$ cat src/rtl/epr_pkg.sv
// ----------------------------------------------------------------------------
// Elevation profile record parser package
// Shared constants, result codes and the sample decode function.
// ----------------------------------------------------------------------------
package epr_pkg;

    localparam int ADDR_W     = 4;
    localparam int HEAD_BYTES = 8;
    localparam int SUM_BYTES  = 4;

    localparam logic [7:0]  SENTINEL  = 8'hAA;
    localparam logic [15:0] VOID_CODE = 16'hFFFF;
    localparam logic [14:0] MAG_LIMIT = 15'd12000;

    typedef enum logic [1:0] {
        REG_SAMPLES_PER_PROFILE = 2'd0,
        REG_PROFILES_PER_CELL   = 2'd1,
        REG_NO_DATA_VALUE       = 2'd2
    } reg_index_t;

    typedef enum logic {
        KIND_SAMPLE = 1'b0,
        KIND_STATUS = 1'b1
    } result_kind_t;

    typedef enum logic [1:0] {
        STATUS_OK          = 2'd0,
        STATUS_NO_SENTINEL = 2'd1,
        STATUS_BAD_SUM     = 2'd2
    } record_status_t;

    function automatic logic [15:0] decode_sample(input logic [15:0] code,
                                                  input logic [15:0] no_data);
        logic [14:0] mag;
        mag = code[14:0];
        if (code == VOID_CODE) begin
            return no_data;
        end else if (!code[15]) begin
            return code;
        end else if (mag > MAG_LIMIT) begin
            return code;
        end else begin
            return 16'(-{1'b0, mag});
        end
    endfunction

endpackage

$ cat src/rtl/elevation_profile_record_parser.sv
// ----------------------------------------------------------------------------
// Elevation profile record parser
// Parses byte-serial elevation profile records, decodes samples and reports
// per-record status with checksum and sentinel checks.
// ----------------------------------------------------------------------------
// Path: a byte request reaches the result through the input register and the result register.
// Throughput: one byte per cycle while the result output is not stalled; the byte path is a single add and compare.
// Reset: synchronous, active low; clears record state, profile count and
// handshake valids, and returns the configuration registers to their defaults.
// ----------------------------------------------------------------------------
module elevation_profile_record_parser #(
    parameter int MAX_SAMPLES = 121
) (
    input  logic                       aclk,
    input  logic                       aresetn,
    input  logic                       psel,
    input  logic                       penable,
    input  logic                       pwrite,
    input  logic [epr_pkg::ADDR_W-1:0] paddr,
    input  logic [31:0]                pwdata,
    output logic [31:0]                prdata,
    output logic                       pready,
    input  logic                       s_valid,
    output logic                       s_ready,
    input  logic [7:0]                 s_data_byte,
    output logic                       m_valid,
    input  logic                       m_ready,
    output logic                       m_result_kind,
    output logic signed [15:0]         m_elevation,
    output logic [1:0]                 m_record_status,
    output logic [6:0]                 m_profile_number,
    output logic [6:0]                 m_sample_number,
    output logic                       m_cell_done
);

    localparam int POS_W = $clog2(2 * MAX_SAMPLES + epr_pkg::HEAD_BYTES
                                  + epr_pkg::SUM_BYTES + 1);
    localparam int EXT_W = (POS_W > 8) ? POS_W : 8;

    logic [6:0]  spp_reg;
    logic [6:0]  ppc_reg;
    logic [15:0] no_data_reg;

    logic        in_valid_reg;
    logic [7:0]  in_byte_reg;

    logic [POS_W-1:0] pos_reg, pos_next;
    logic [31:0] sum_reg, sum_next;
    logic [23:0] stored_reg, stored_next;
    logic [7:0]  high_reg, high_next;
    logic        sent_bad_reg, sent_bad_next;
    logic [6:0]  sample_cnt_reg, sample_cnt_next;
    logic [6:0]  profile_cnt_reg, profile_cnt_next;

    logic        m_valid_reg;
    logic        kind_reg, kind_next;
    logic [15:0] elev_reg, elev_next;
    logic [1:0]  status_reg, status_next;
    logic [6:0]  prof_num_reg, prof_num_next;
    logic [6:0]  samp_num_reg, samp_num_next;
    logic        cell_done_reg, cell_done_next;
    logic        emit;

    logic             advance;
    logic             cfg_write;
    logic [EXT_W-1:0] s_eff, data_end, rec_end, pos_ext;
    logic [7:0]       p_eff;
    logic [31:0]      stored_full;
    logic             close_rec, in_sum, in_head, prof_done;

    assign pready    = 1'b1;
    assign cfg_write = psel && penable && pwrite;
    assign advance   = in_valid_reg && (!m_valid_reg || m_ready);
    assign s_ready   = !in_valid_reg || advance;

    // Configuration registers
    always_ff @(posedge aclk) begin
        if (!aresetn) begin
            spp_reg     <= 7'd121;
            ppc_reg     <= 7'd121;
            no_data_reg <= 16'h8001;
        end else if (cfg_write) begin
            case (epr_pkg::reg_index_t'(paddr[3:2]))
                epr_pkg::REG_SAMPLES_PER_PROFILE: spp_reg     <= pwdata[6:0];
                epr_pkg::REG_PROFILES_PER_CELL:   ppc_reg     <= pwdata[6:0];
                epr_pkg::REG_NO_DATA_VALUE:       no_data_reg <= pwdata[15:0];
                default: ;
            endcase
        end
    end

    always_comb begin
        case (epr_pkg::reg_index_t'(paddr[3:2]))
            epr_pkg::REG_SAMPLES_PER_PROFILE: prdata = {25'd0, spp_reg};
            epr_pkg::REG_PROFILES_PER_CELL:   prdata = {25'd0, ppc_reg};
            epr_pkg::REG_NO_DATA_VALUE:       prdata = {16'd0, no_data_reg};
            default:                          prdata = 32'd0;
        endcase
    end

    // Input register
    always_ff @(posedge aclk) begin
        if (!aresetn) begin
            in_valid_reg <= 1'b0;
        end else if (s_valid && s_ready) begin
            in_valid_reg <= 1'b1;
        end else if (advance) begin
            in_valid_reg <= 1'b0;
        end
    end

    always_ff @(posedge aclk) begin
        if (s_valid && s_ready) begin
            in_byte_reg <= s_data_byte;
        end
    end

    // Record decode
    always_comb begin
        s_eff = EXT_W'(spp_reg);
        if (s_eff < EXT_W'(2)) begin
            s_eff = EXT_W'(2);
        end else if (s_eff > EXT_W'(MAX_SAMPLES)) begin
            s_eff = EXT_W'(MAX_SAMPLES);
        end
        p_eff       = (ppc_reg < 7'd2) ? 8'd2 : {1'b0, ppc_reg};
        data_end    = EXT_W'(epr_pkg::HEAD_BYTES) + {s_eff[EXT_W-2:0], 1'b0};
        rec_end     = data_end + EXT_W'(epr_pkg::SUM_BYTES);
        pos_ext     = EXT_W'(pos_reg);
        close_rec   = (pos_ext + EXT_W'(1)) >= rec_end;
        in_sum      = pos_ext >= data_end;
        in_head     = pos_ext < EXT_W'(epr_pkg::HEAD_BYTES);
        stored_full = {stored_reg, in_byte_reg};
        prof_done   = ({1'b0, profile_cnt_reg} + 8'd1) >= p_eff;

        pos_next         = pos_reg;
        sum_next         = sum_reg;
        stored_next      = stored_reg;
        high_next        = high_reg;
        sent_bad_next    = sent_bad_reg;
        sample_cnt_next  = sample_cnt_reg;
        profile_cnt_next = profile_cnt_reg;

        emit           = 1'b0;
        kind_next      = epr_pkg::KIND_SAMPLE;
        elev_next      = 16'd0;
        status_next    = epr_pkg::STATUS_OK;
        prof_num_next  = profile_cnt_reg;
        samp_num_next  = 7'd0;
        cell_done_next = 1'b0;

        if (close_rec) begin
            emit      = 1'b1;
            kind_next = epr_pkg::KIND_STATUS;
            if (sent_bad_reg) begin
                status_next = epr_pkg::STATUS_NO_SENTINEL;
            end else if (stored_full != sum_reg) begin
                status_next = epr_pkg::STATUS_BAD_SUM;
            end
            cell_done_next   = prof_done;
            profile_cnt_next = prof_done ? 7'd0 : profile_cnt_reg + 7'd1;
            pos_next         = '0;
            sum_next         = 32'd0;
            stored_next      = 24'd0;
            high_next        = 8'd0;
            sent_bad_next    = 1'b0;
            sample_cnt_next  = 7'd0;
        end else begin
            pos_next = pos_reg + POS_W'(1);
            if (in_sum) begin
                stored_next = {stored_reg[15:0], in_byte_reg};
            end else begin
                sum_next = sum_reg + {24'd0, in_byte_reg};
                if (pos_reg == '0 && in_byte_reg != epr_pkg::SENTINEL) begin
                    sent_bad_next = 1'b1;
                end
                if (!in_head) begin
                    if (!pos_reg[0]) begin
                        high_next = in_byte_reg;
                    end else begin
                        emit            = 1'b1;
                        elev_next       = epr_pkg::decode_sample({high_reg, in_byte_reg},
                                                                 no_data_reg);
                        samp_num_next   = sample_cnt_reg;
                        sample_cnt_next = sample_cnt_reg + 7'd1;
                    end
                end
            end
        end
    end

    // Record state
    always_ff @(posedge aclk) begin
        if (!aresetn) begin
            pos_reg         <= '0;
            sum_reg         <= 32'd0;
            stored_reg      <= 24'd0;
            high_reg        <= 8'd0;
            sent_bad_reg    <= 1'b0;
            sample_cnt_reg  <= 7'd0;
            profile_cnt_reg <= 7'd0;
        end else if (advance) begin
            pos_reg         <= pos_next;
            sum_reg         <= sum_next;
            stored_reg      <= stored_next;
            high_reg        <= high_next;
            sent_bad_reg    <= sent_bad_next;
            sample_cnt_reg  <= sample_cnt_next;
            profile_cnt_reg <= profile_cnt_next;
        end
    end

    // Result register
    always_ff @(posedge aclk) begin
        if (!aresetn) begin
            m_valid_reg <= 1'b0;
        end else if (advance) begin
            m_valid_reg <= emit;
        end else if (m_ready) begin
            m_valid_reg <= 1'b0;
        end
    end

    always_ff @(posedge aclk) begin
        if (advance && emit) begin
            kind_reg      <= kind_next;
            elev_reg      <= elev_next;
            status_reg    <= status_next;
            prof_num_reg  <= prof_num_next;
            samp_num_reg  <= samp_num_next;
            cell_done_reg <= cell_done_next;
        end
    end

    assign m_valid          = m_valid_reg;
    assign m_result_kind    = kind_reg;
    assign m_elevation      = elev_reg;
    assign m_record_status  = status_reg;
    assign m_profile_number = prof_num_reg;
    assign m_sample_number  = samp_num_reg;
    assign m_cell_done      = cell_done_reg;

endmodule

$ cat config.mk
export PLATFORM = sky130hd
export DESIGN_NAME = elevation_profile_record_parser
export DESIGN_NICKNAME = d
export VERILOG_FILES = /design/src/rtl/epr_pkg.sv /design/src/rtl/elevation_profile_record_parser.sv
export SDC_FILE = /design/constraint.sdc
export NUM_CORES = 1
export LEC_CHECK = 0
export BUFFER_PORTS_ARGS = -buffer_cell sky130_fd_sc_hd__buf_2
export CORE_MARGIN = 4
export CORE_UTILIZATION = 45
export DETAILED_ROUTE_END_ITERATION = 8
export PLACE_DENSITY = 0.67
export RECOVER_POWER = 25
export SLEW_MARGIN = 20
export SYNTH_ARGS = -nofsm -noshare
export SYNTH_HDL_FRONTEND = slang
export SYNTH_SLANG_ARGS = --single-unit
$ cat constraint.sdc
create_clock -name aclk -period 4.3 [get_ports aclk]
set_input_delay 0.86 -clock aclk [delete_from_list [all_inputs] [get_ports aclk]]
set_output_delay 0.86 -clock aclk [all_outputs]
set_load 0.02 [all_outputs]
# Yosys cells after proc, flatten, opt, wreduce, memory -nomap -nowiden
# Cells that the tools add are included.
[word_totals] regBits=161 input_bits=51 output_inout_bits=69 elab_cells=109
[classes] add_sub_neg=8 order_cmp=8 eq_ne=8 muxes=35 bitwise=2 reduce_logical=28
[op_table] op="two-way mux 32 bit" count=2
[op_table] op="two-way mux 7 bit" count=8
[op_table] op="two-way mux 16 bit" count=3
[op_table] op="two-way mux 24 bit" count=2
[op_table] op="one-hot mux 16 bit (3 select lines)" count=1
[op_table] op="two-way mux 8 bit" count=5
[op_table] op="adder 32 x 8 -> 32 bit" count=1
[op_table] op="inequality test 32 bit" count=1
[op_table] op="equality test 16 bit, second input constant" count=1
[op_table] op=">= comparator 8 bit" count=2
[op_table] op="negator 15 -> 16 bit" count=1
[op_table] op="greater-than comparator 15 x 14 -> 1 bit, second input constant" count=1
[op_table] op="adder 7 x 1 -> 7 bit, second input constant" count=2
[op_table] op="less-than comparator 7 x 2 -> 1 bit, second input constant" count=2
[op_table] op="two-way mux 1 bit" count=13
[op_table] op="AND reduction 2 bit" count=6
[op_table] op="nonzero test 2 bit" count=5
[op_table] op="adder 4 x 8 -> 8 bit, first input constant" count=1
[op_table] op="adder 7 x 1 -> 8 bit, second input constant" count=1
[op_table] op="adder 8 x 1 -> 8 bit, second input constant" count=1
[op_table] op="adder 8 x 3 -> 8 bit, second input constant" count=1
[op_table] op=">= comparator 8 x 7 -> 1 bit" count=1
[op_table] op="logical NOT 8 bit" count=1
[op_table] op="less-than comparator 8 x 4 -> 1 bit, second input constant" count=1
[op_table] op="other kinds (16)" count=26

# Longest topological paths before layout
# Gate-level depths: netlist of run 1.
[logic_depth] ltp_word=8 depth_mapped=18 mapped_depth_nobuf=15

# Worst setup path after synthesis of run 1
# Ideal clock, no wire load.
[synth_timing] path_type="flip-flop to flip-flop" from="register spp_reg[4]" to="register cell_done_reg, in the netlist m_cell_done, enable pin" setup_time_ns=0.428 arrival_ns=4.004 required_time_ns=3.872 path_slack_ns=-0.132 path_stages_with_launch=16 path_buffers=2 synth_period_minus_slack_ns=4.432 cell_sequence="dfxtp_1 -> clkbuf_1 -> nand4_1 -> nand2_1 -> inv_1 -> ha_1 -> xnor2_1 -> nor3_1 -> xor2_1 -> ha_1 -> and4_1 -> a221oi_2 -> inv_1 -> buf_2 -> a21oi_1 -> nor2_1"
[synth_via] elab_chain_cells=8 elab_cells_between_ends=11 classes_between="add/sub: 2; order compare: 4; mux: 4; reduce/logical: 1"
[synth_rtl] element="start, declared" line_no="elevation_profile_record_parser.sv:40" source="logic [6:0] spp_reg;"
[synth_rtl] element="start signal, assigned" line_no="elevation_profile_record_parser.sv:84" source="epr_pkg::REG_SAMPLES_PER_PROFILE: spp_reg <= pwdata[6:0];"
[synth_rtl] element="greater-than comparator 7 bit" line_no="elevation_profile_record_parser.sv:123" source="end else if (s_eff > EXT_W'(MAX_SAMPLES)) begin"
[synth_rtl] element="two-way mux 7 bit" line_no="elevation_profile_record_parser.sv:123"
[synth_rtl] element="two-way mux 7 bit (*)" line_no="elevation_profile_record_parser.sv:121" source="if (s_eff < EXT_W'(2)) begin"
[synth_rtl] element="adder 4 x 8 -> 8 bit (*)" line_no="elevation_profile_record_parser.sv:127" source="data_end = EXT_W'(epr_pkg::HEAD_BYTES) + {s_eff[EXT_W-2:0], 1'b0};"
[synth_rtl] element="adder 8 x 3 -> 8 bit (*)" line_no="elevation_profile_record_parser.sv:128" source="rec_end = data_end + EXT_W'(epr_pkg::SUM_BYTES);"
[synth_rtl] element=">= comparator 8 bit (*)" line_no="elevation_profile_record_parser.sv:130" source="close_rec = (pos_ext + EXT_W'(1)) >= rec_end;"
[synth_rtl] element="net close_rec" line_no="elevation_profile_record_parser.sv:69" source="logic close_rec, in_sum, in_head, prof_done;"
[synth_rtl] element="two-way mux 1 bit (*)" line_no="elevation_profile_record_parser.sv:152" source="if (close_rec) begin"
[synth_rtl] element="logical AND 1 bit (*)" line_no="elevation_profile_record_parser.sv:225" source="if (advance && emit) begin"
[synth_rtl] element="end signal, assigned" line_no="elevation_profile_record_parser.sv:231" source="cell_done_reg <= cell_done_next;"
[synth_rtl] element="end, declared" line_no="elevation_profile_record_parser.sv:61" source="logic cell_done_reg, cell_done_next;"
# Mark *: on every way through the listed nets, which the timed path passes. The rest lies on a longest branch.
# A chain may end at the register's enable or synchronous reset.

# Worst setup path in the final report of run 1
[layout_timing] from="register spp_reg[4]" to="register sum_reg[10]"
[layout_via] elab_chain_cells=8 elab_cells_between_ends=11 classes_between="add/sub: 2; order compare: 4; eq/ne: 1; mux: 3; reduce/logical: 1"
[layout_rtl] element="greater-than comparator 7 bit" line_no="elevation_profile_record_parser.sv:123"
[layout_rtl] element="two-way mux 7 bit" line_no="elevation_profile_record_parser.sv:123"
[layout_rtl] element="two-way mux 7 bit (*)" line_no="elevation_profile_record_parser.sv:121"
[layout_rtl] element="adder 4 x 8 -> 8 bit (*)" line_no="elevation_profile_record_parser.sv:127"
[layout_rtl] element="adder 8 x 3 -> 8 bit" line_no="elevation_profile_record_parser.sv:128"
[layout_rtl] element=">= comparator 8 bit" line_no="elevation_profile_record_parser.sv:130"
[layout_rtl] element="inequality test 2 bit (no line)"
[layout_rtl] element="AND reduction 2 bit (no line)"
[layout_rtl] element="end signal, assigned" line_no="elevation_profile_record_parser.sv:204" source="sum_reg <= sum_next;"
[layout_rtl] element="end, declared" line_no="elevation_profile_record_parser.sv:48" source="logic [31:0] sum_reg, sum_next;"
# Mark *: on every way between the ends. The rest lies on a longest branch, timed or not.

==> results of run 1 <==
-- per-stage QoR --
stage | total power [mW] | utilization
final | 3.32 | 0.518
after global routing | 3.44 | 0.518
after CTS | 3.35 | 0.518
after detailed placement | 1.84 | 0.486
after global placement | 1.84 | 0.486
after floorplan | 1.78 | -
-- power breakdown --
group | internal, mW | switching [mW] | leakage, nW
combinational | 0.0771 | 0.128 | 2.28
clock | 0.892 | 0.617 | 0.305
sequential | 1.57 | 0.0366 | 1.31
-- cell families (layout without fill, tap and decap cells) --
family,Yosys count,after routing
AOI/OAI and AO/OA,209,209
buffers and inverters,86,148
DFF,161,161
other,2,17
and+or+nand+nor,347,347
adders and majority gates,40,40
xor gates and xnor gates,59,59
muxes,16,16
-- metal layers --
layer	vias to the layer above	track usage
met2	221	0.288
met5	-	0
met4	0	0.0503
li1	3472	-
met1	3314	0.276
met3	17	0.0396
-- cells in the final DEF (no fill, tap or decap), types with 8 or more instances in the layout --
cell type	Yosys	layout
nor4_1	8	8
and2_1	20	19
dfxtp_1	119	119
edfxtp_1	42	42
and3_1	17	17
nand2_1	107	107
or4_1	22	22
inv_1	16	16
buf_4	18	14
clkbuf_1	33	30
or3_1	8	8
xnor2_1	21	21
conb_1	2	17
o31ai_1	18	18
a22o_1	39	39
nor2_1	41	39
o21ai_0	30	29
nand4_1	18	18
xor2_1	38	38
nor3_1	18	19
clkbuf_16	0	20
a21boi_0	23	23
mux2i_1	15	15
buf_2	16	54
a21oi_1	48	48
ha_1	39	39
nand3_1	51	51
-- timing repair --
action	in CTS	in global routing
setup buffers	0	0
gates resized for setup	0	2
setup endpoints to repair	0	4
-- path summary, 6_finish.rpt --
path,depth (start not counted),endpoint,start
setup / recovery,14,sum_reg[10],spp_reg[4]
hold / removal,2,no_data_reg[4],no_data_reg[4]
setup reg to reg,14,sum_reg[10],spp_reg[4]
hold reg to reg,2,no_data_reg[4],no_data_reg[4]
-- cell type report --
cell class	count	share of cell area
multi-input combinational	688	0.470
tap	234	0.0302
clock inverter	9	0.00672
inverter	16	0.00620
sequential	161	0.376
timing repair buffer	100	0.0544
clock buffer	23	0.0559
-- critical path, stage by stage, from the launching register on --
cell,delay (ps)
dfxtp_1,390
nor3_1,280
a21oi_1,100
a21oi_1,340
ha_1,250
nor3b_1,280
xor2_1,240
ha_1,290
a21oi_1,150
nand2_1,80
a221oi_2,300
buf_4,250
o21ai_2,250
or4_1,570
nand2_1,70
==> reports/qor.txt, run 1 <==
Number of flip-flops in the largest register = 32
Critical Path RT = 4670 ps
Endpoints failing setup = 0
Clock sink total = 161
Fin nets = 1075
Worst min-delay path class = register to register
DP Cell Count = 1198
Fin area = 9690 um^2
Hold Buf Count CTS = 0
First-pass GRT wire length = 33600 um
Dpl ws = 460 ps
Routed WL per cell = 16.6 um
# IOs = 120
Largest family of logic cells by synthesized area = simple AND/OR/NAND/NOR gates
Total number of vias = 7024
Post-synth ARST share = 0
Routability congestion estimate = 0.828
# diodes = 0
Synthesized area per cell = 9.29 um^2
Most common cell in the synthesized netlist = dfxtp_1
Synth top area cells = dfxtp_1, edfxtp_1, ha_1, nand2_1, a22o_1
Reg clk slew, reported paths = 70 ps
Netlist cell types = 71
Critical path launch point type = register
Core footprint = 18700 um^2
Max IR drop VDD = 0.000243 V
Port bufs = 84
CP arrival = 4270 ps
GRT Util Overall = 0.190
Die X = 146 um
WHS = 482 ps
Post-DP HPWL = 14300 um
Final hold vios = 0
WL met3 = 1150 um
Routed wl met2 = 8900 um
Yosys top cell area share = 0.279
Total Wirelength = 20400 um
Clk buf depth = 2
Synth Cell Area = 8550 um^2
Layout Skew = 8.93 ps
1st-iter DRT viols = 485
Max-cap violations = 0
Min cycle time layout = 3900 ps
Reg2reg setup slack = 400 ps
Initial Util = 0.457
Area grow syn2layout = 13.3%
Clock latency at the later pin of the worst-skew pair = 430 ps
Share of the yosys chip area belonging to registers = 0.426
H-Tree Level Count = 4
CP endpoint kind = register
Leading area contributor after synthesis = dfxtp_1
Final worst-path cycle share = 0.908
F_max = 256 MHz
Total grt overflow = 0
Final worst setup slack = 396 ps
Synth Area in Compound Gates = 0.172
Status = completed
TritonCTS Buffers = 17
Vias per inst = 5.71
Seq. cell area = 3640 um^2
Yosys warns = 0
EDFF count, synth = 42
Top sig layer = met4
Die height = 146 um
Slew HR = 0.129
CTS tree = done
Post-synthesis adder-cell area fraction = 0.0594
CP Class = register to register
PwrDens = 343 nW/um^2
Detailed-route DRC error count = 0
Commonest cells in the netlist = dfxtp_1, nand2_1, nand3_1
Prevailing post-synth register cell = dfxtp_1
Largest net degree at the start of global routing = 48
Die area = 21300 um^2
Gate Count Post-Synth = 920
Area of the multi-input gates = 4560 um^2
Post-Route M1 WL = 10200 um
Lkg Pwr = 3.89 nW
CTS Root Cell = clkbuf_16
Placed cell areas = 9090 um^2
Synthesized flop and latch total = 161
Fill count = 1708
DR pass1 iterations = 5
Setup TNS = 0 ps
RSZ-0062 raised after global routing = no
Mux cell area share after synthesis = 0.0189
Maximum fanout along the worst path = 19
Layout Cells excl Fill = 1231
# rows = 50
Vias in the first global route = 6545
Initial antenna violation count = 0
Post-Synth Simple-Gate Area = 0.213
Measured slew at the worst slew-check pin = 1300 ps
Share of layout cells above drive strength 1 = 0.120
Xor and xnor area share after synthesis = 0.0604
Pins Over Slew Limit = 0
Antenna Violating Nets Remaining = 0
(Power assumes the default switching activity.)
==> run 2: changes to the inputs <==
- ABC_AREA: unset -> 1
- PLACE_DENSITY: 0.67 -> 0.66
==> reports/qor.txt, run 2 <==
Status = finished with violations
Failing checks = max-capacitance violations, max-slew violations
Share of layout cells above drive strength 1 = 0.103 (-0.0174)
Yosys warns = 0 (unchanged)
Final hold vios = 0 (unchanged)
Int Pwr = 2.52 mW (-0.55%)
Endpoints failing setup = 0 (unchanged)
Setup TNS = 0 ps (unchanged)
Total grt overflow = 0 (unchanged)
Yosys top cell area share = 0.257 (-0.0216)
Post-DP HPWL = 17000 um (+18%)
Slew HR = -0.188 (-0.317)
Pins Over Slew Limit = 40 (+40)
Die height = 152 um (+3.9%)
Commonest cells in the netlist = nand2_1, inv_1, nor2_1
RR Endpoint = m_profile_number[6]
Detailed-route DRC error count = 0 (unchanged)
Routed wl met2 = 10400 um (+17%)
Total Wirelength = 22900 um (+12%)
Netlist cell types = 46 (-35%)
Reg clk slew, reported paths = 70 ps (about the same)
Initial Util = 0.458 (+0.000952)
Dpl ws = 307 ps (-153 ps)
Port bufs = 84 (unchanged)
Synth Cell Area = 9270 um^2 (+8.4%)
TritonCTS Buffers = 17 (unchanged)
Switching part of the total = 0.256 (+0.0201)
Share of the yosys chip area belonging to registers = 0.393 (-0.0330)
EDFF count, synth = 42 (unchanged)
PwrDens = 327 nW/um^2 (-4.5%)
Final worst setup slack = 356 ps (-40.5 ps)
# rows = 52 (+4.0%)
Initial antenna violation count = 0 (unchanged)
Critical Path Source = spp_reg[4]
R2R depth = 21 (+7)
Antenna Violating Nets Remaining = 0 (unchanged)
Worst r2r src = spp_reg[4]
Worst min-delay path class = register to register
Area grow syn2layout = 11.8%
Commonest non-fill, non-tap cell in the layout = nand2_1
Clk buf depth = 2 (unchanged)
# IOs = 120 (unchanged)
Total number of vias = 8319 (+18%)
RSZ-0062 raised after global routing = no
H-Tree Level Count = 4 (unchanged)
Max IR drop VDD = 0.000261 V (+7.4%)
Core footprint = 20200 um^2 (+8.2%)
First-pass GRT wire length = 37700 um (+12%)
Most frequent cells in the layout = nand2_1, inv_1, nor2_1, dfxtp_1, nand3_1
Routability congestion estimate = 0.926 (+12%)
DR pass1 iterations = 5 (unchanged)
Vias per inst = 5.08 (-11%)
Synthesized area per cell = 7.20 um^2 (-23%)
Reg2reg setup slack = 360 ps (-40 ps)
Final worst-path cycle share = 0.917 (+0.00942)
Most common cell in the synthesized netlist = nand2_1
Post-Route M1 WL = 11000 um (+7.6%)
Lkg Pwr = 4.43 nW (+14%)
Routed WL per cell = 13.9 um (-16%)
Die area = 23000 um^2 (+7.9%)
Sequential Power Share = 0.471 (-0.012)
Vias in the first global route = 7568 (+16%)
CP endpoint kind = register
CP Capture Point = m_profile_number[6]
Maximum fanout along the worst path = 30 (+11)
Layout Skew = 15.7 ps (+6.81 ps)
Measured slew at the worst slew-check pin = 1780 ps (+485 ps)
Fin area = 10400 um^2 (+6.9%)
Gate Count Post-Synth = 1287 (+40%)
F_max = 254 MHz (-1.0%)
Prevailing post-synth register cell = dfxtp_1
Logic pwr share = 0.070 (+0.008)
Min cycle time layout = 3940 ps (+40.5 ps)
CTS tree = done
GRT Util Overall = 0.205 (+0.0148)
Leading area contributor after synthesis = dfxtp_1
CP Class = register to register
Fin nets = 1447 (+35%)
Synth top area cells = dfxtp_1, edfxtp_1, nand2_1, inv_1, nor2_1
Clock share of power = 0.459 (+0.004)
Top sig layer = met4
CP arrival = 4070 ps (-200 ps)
Placed cell areas = 9790 um^2 (+7.7%)
Number of flip-flops in the largest register = 32 (unchanged)
1st-iter DRT viols = 451 (-7.0%)
Clock sink total = 161 (unchanged)
Worst Hold Depth = 2 (unchanged)
# diodes = 0 (unchanged)
Max-cap violations = 1 (+1)
Die X = 152 um (+3.9%)
Post-synth ARST share = 0 (unchanged)
Largest net degree at the start of global routing = 60 (+25%)
WL met3 = 1260 um (+9.7%)
Critical path launch point type = register
NetSw = 867 uW (+11%)
Synthesized flop and latch total = 161 (unchanged)
Critical Path RT = 4430 ps (-240 ps)
Clock latency at the later pin of the worst-skew pair = 430 ps (about the same)
Layout Utilization = 0.512 (-0.00599)
CTS Root Cell = clkbuf_16
==> run 2: cell types whose count changed after synthesis, sizes merged, moves of 22 or more <==
cell	delta
o21ai	+22
a21oi	+44
nor2	+111
nand2	+231
nand3	+49
a21boi	-26
or4	-23
clkbuf	-22
inv	+147
a22o	-39
==> run 2: kinds of logic after synthesis <==
logic type      share of synthesized area
other cells                      0.000810
simple gates                        0.315
fa+ha+maj                          0.0548
xor+xnor                           0.0302
compound gates                      0.103
buf+inv                             0.104
flops                               0.393
==> run 2: layout make-up <==
type                       count  area, um^2
fill                        2063        9880
multi-input combinational    923        4720
sequential                   161        3640
inverter                     164         621
timing repair buffer          89         439
clock buffer                  18         429
tap                          270         338
clock inverter                14         171
==> run 2: worst min path at each step <==
stage / start / endpoint / slack (ps)
finish: sample_cnt_reg[5] / sample_cnt_reg[5] / 470
global route: sum_reg[3] / sum_reg[3] / 490
CTS: sample_cnt_reg[5] / sample_cnt_reg[5] / 460
detailed placement: sample_cnt_reg[5] / sample_cnt_reg[5] / 450
global placement: sample_cnt_reg[5] / sample_cnt_reg[5] / 450
floorplan: sample_cnt_reg[6] / sample_cnt_reg[6] / 440
==> run 2: power groups by stage <==
stage	Combinational, mW	Sequential (mW)	Clock, mW
floorplan	0.189	1.62	0
global placement	0.234	1.63	0
detailed placement	0.236	1.63	0
CTS	0.237	1.60	1.59
global route	0.269	1.60	1.66
finish	0.238	1.60	1.56
==> run 2: metal layers <==
layer	global-route usage	vias to the layer above
li1	-	4301
met1	0.289	3800
met2	0.327	196
met3	0.0384	22
met4	0.0476	0
met5	0	-
==> run 2: stage by stage <==
step	cells	total power, mW	hold WS [ps]
CTS	1639	3.43	462
global placement	1607	1.86	449
floorplan	1302	1.81	440
detailed placement	1607	1.87	452
global route	1639	3.53	490
finish	1639	3.39	467
==> run 2: timing repair <==
item	in CTS	in global routing
resized for setup	0	1
buffers inserted	0	0
endpoints found under the hold margin	0	0
endpoints found under the setup margin	0	13
hold buffers	0	0
==> run 2: worst max-delay path, cell delays in order, from the launching register on <==
cell	delay, ps
dfxtp_1	460
nand2_1	80
inv_1	80
nand4_1	120
nand2_1	180
inv_1	100
ha_1	210
xnor2_1	170
inv_1	90
nand3_1	130
o21ai_0	220
nand2_1	80
ha_1	300
nand2_1	70
a21oi_1	140
nor2_2	60
nand2_4	220
inv_2	150
nand2_2	170
nand2_4	150
inv_2	200
buf_12	230
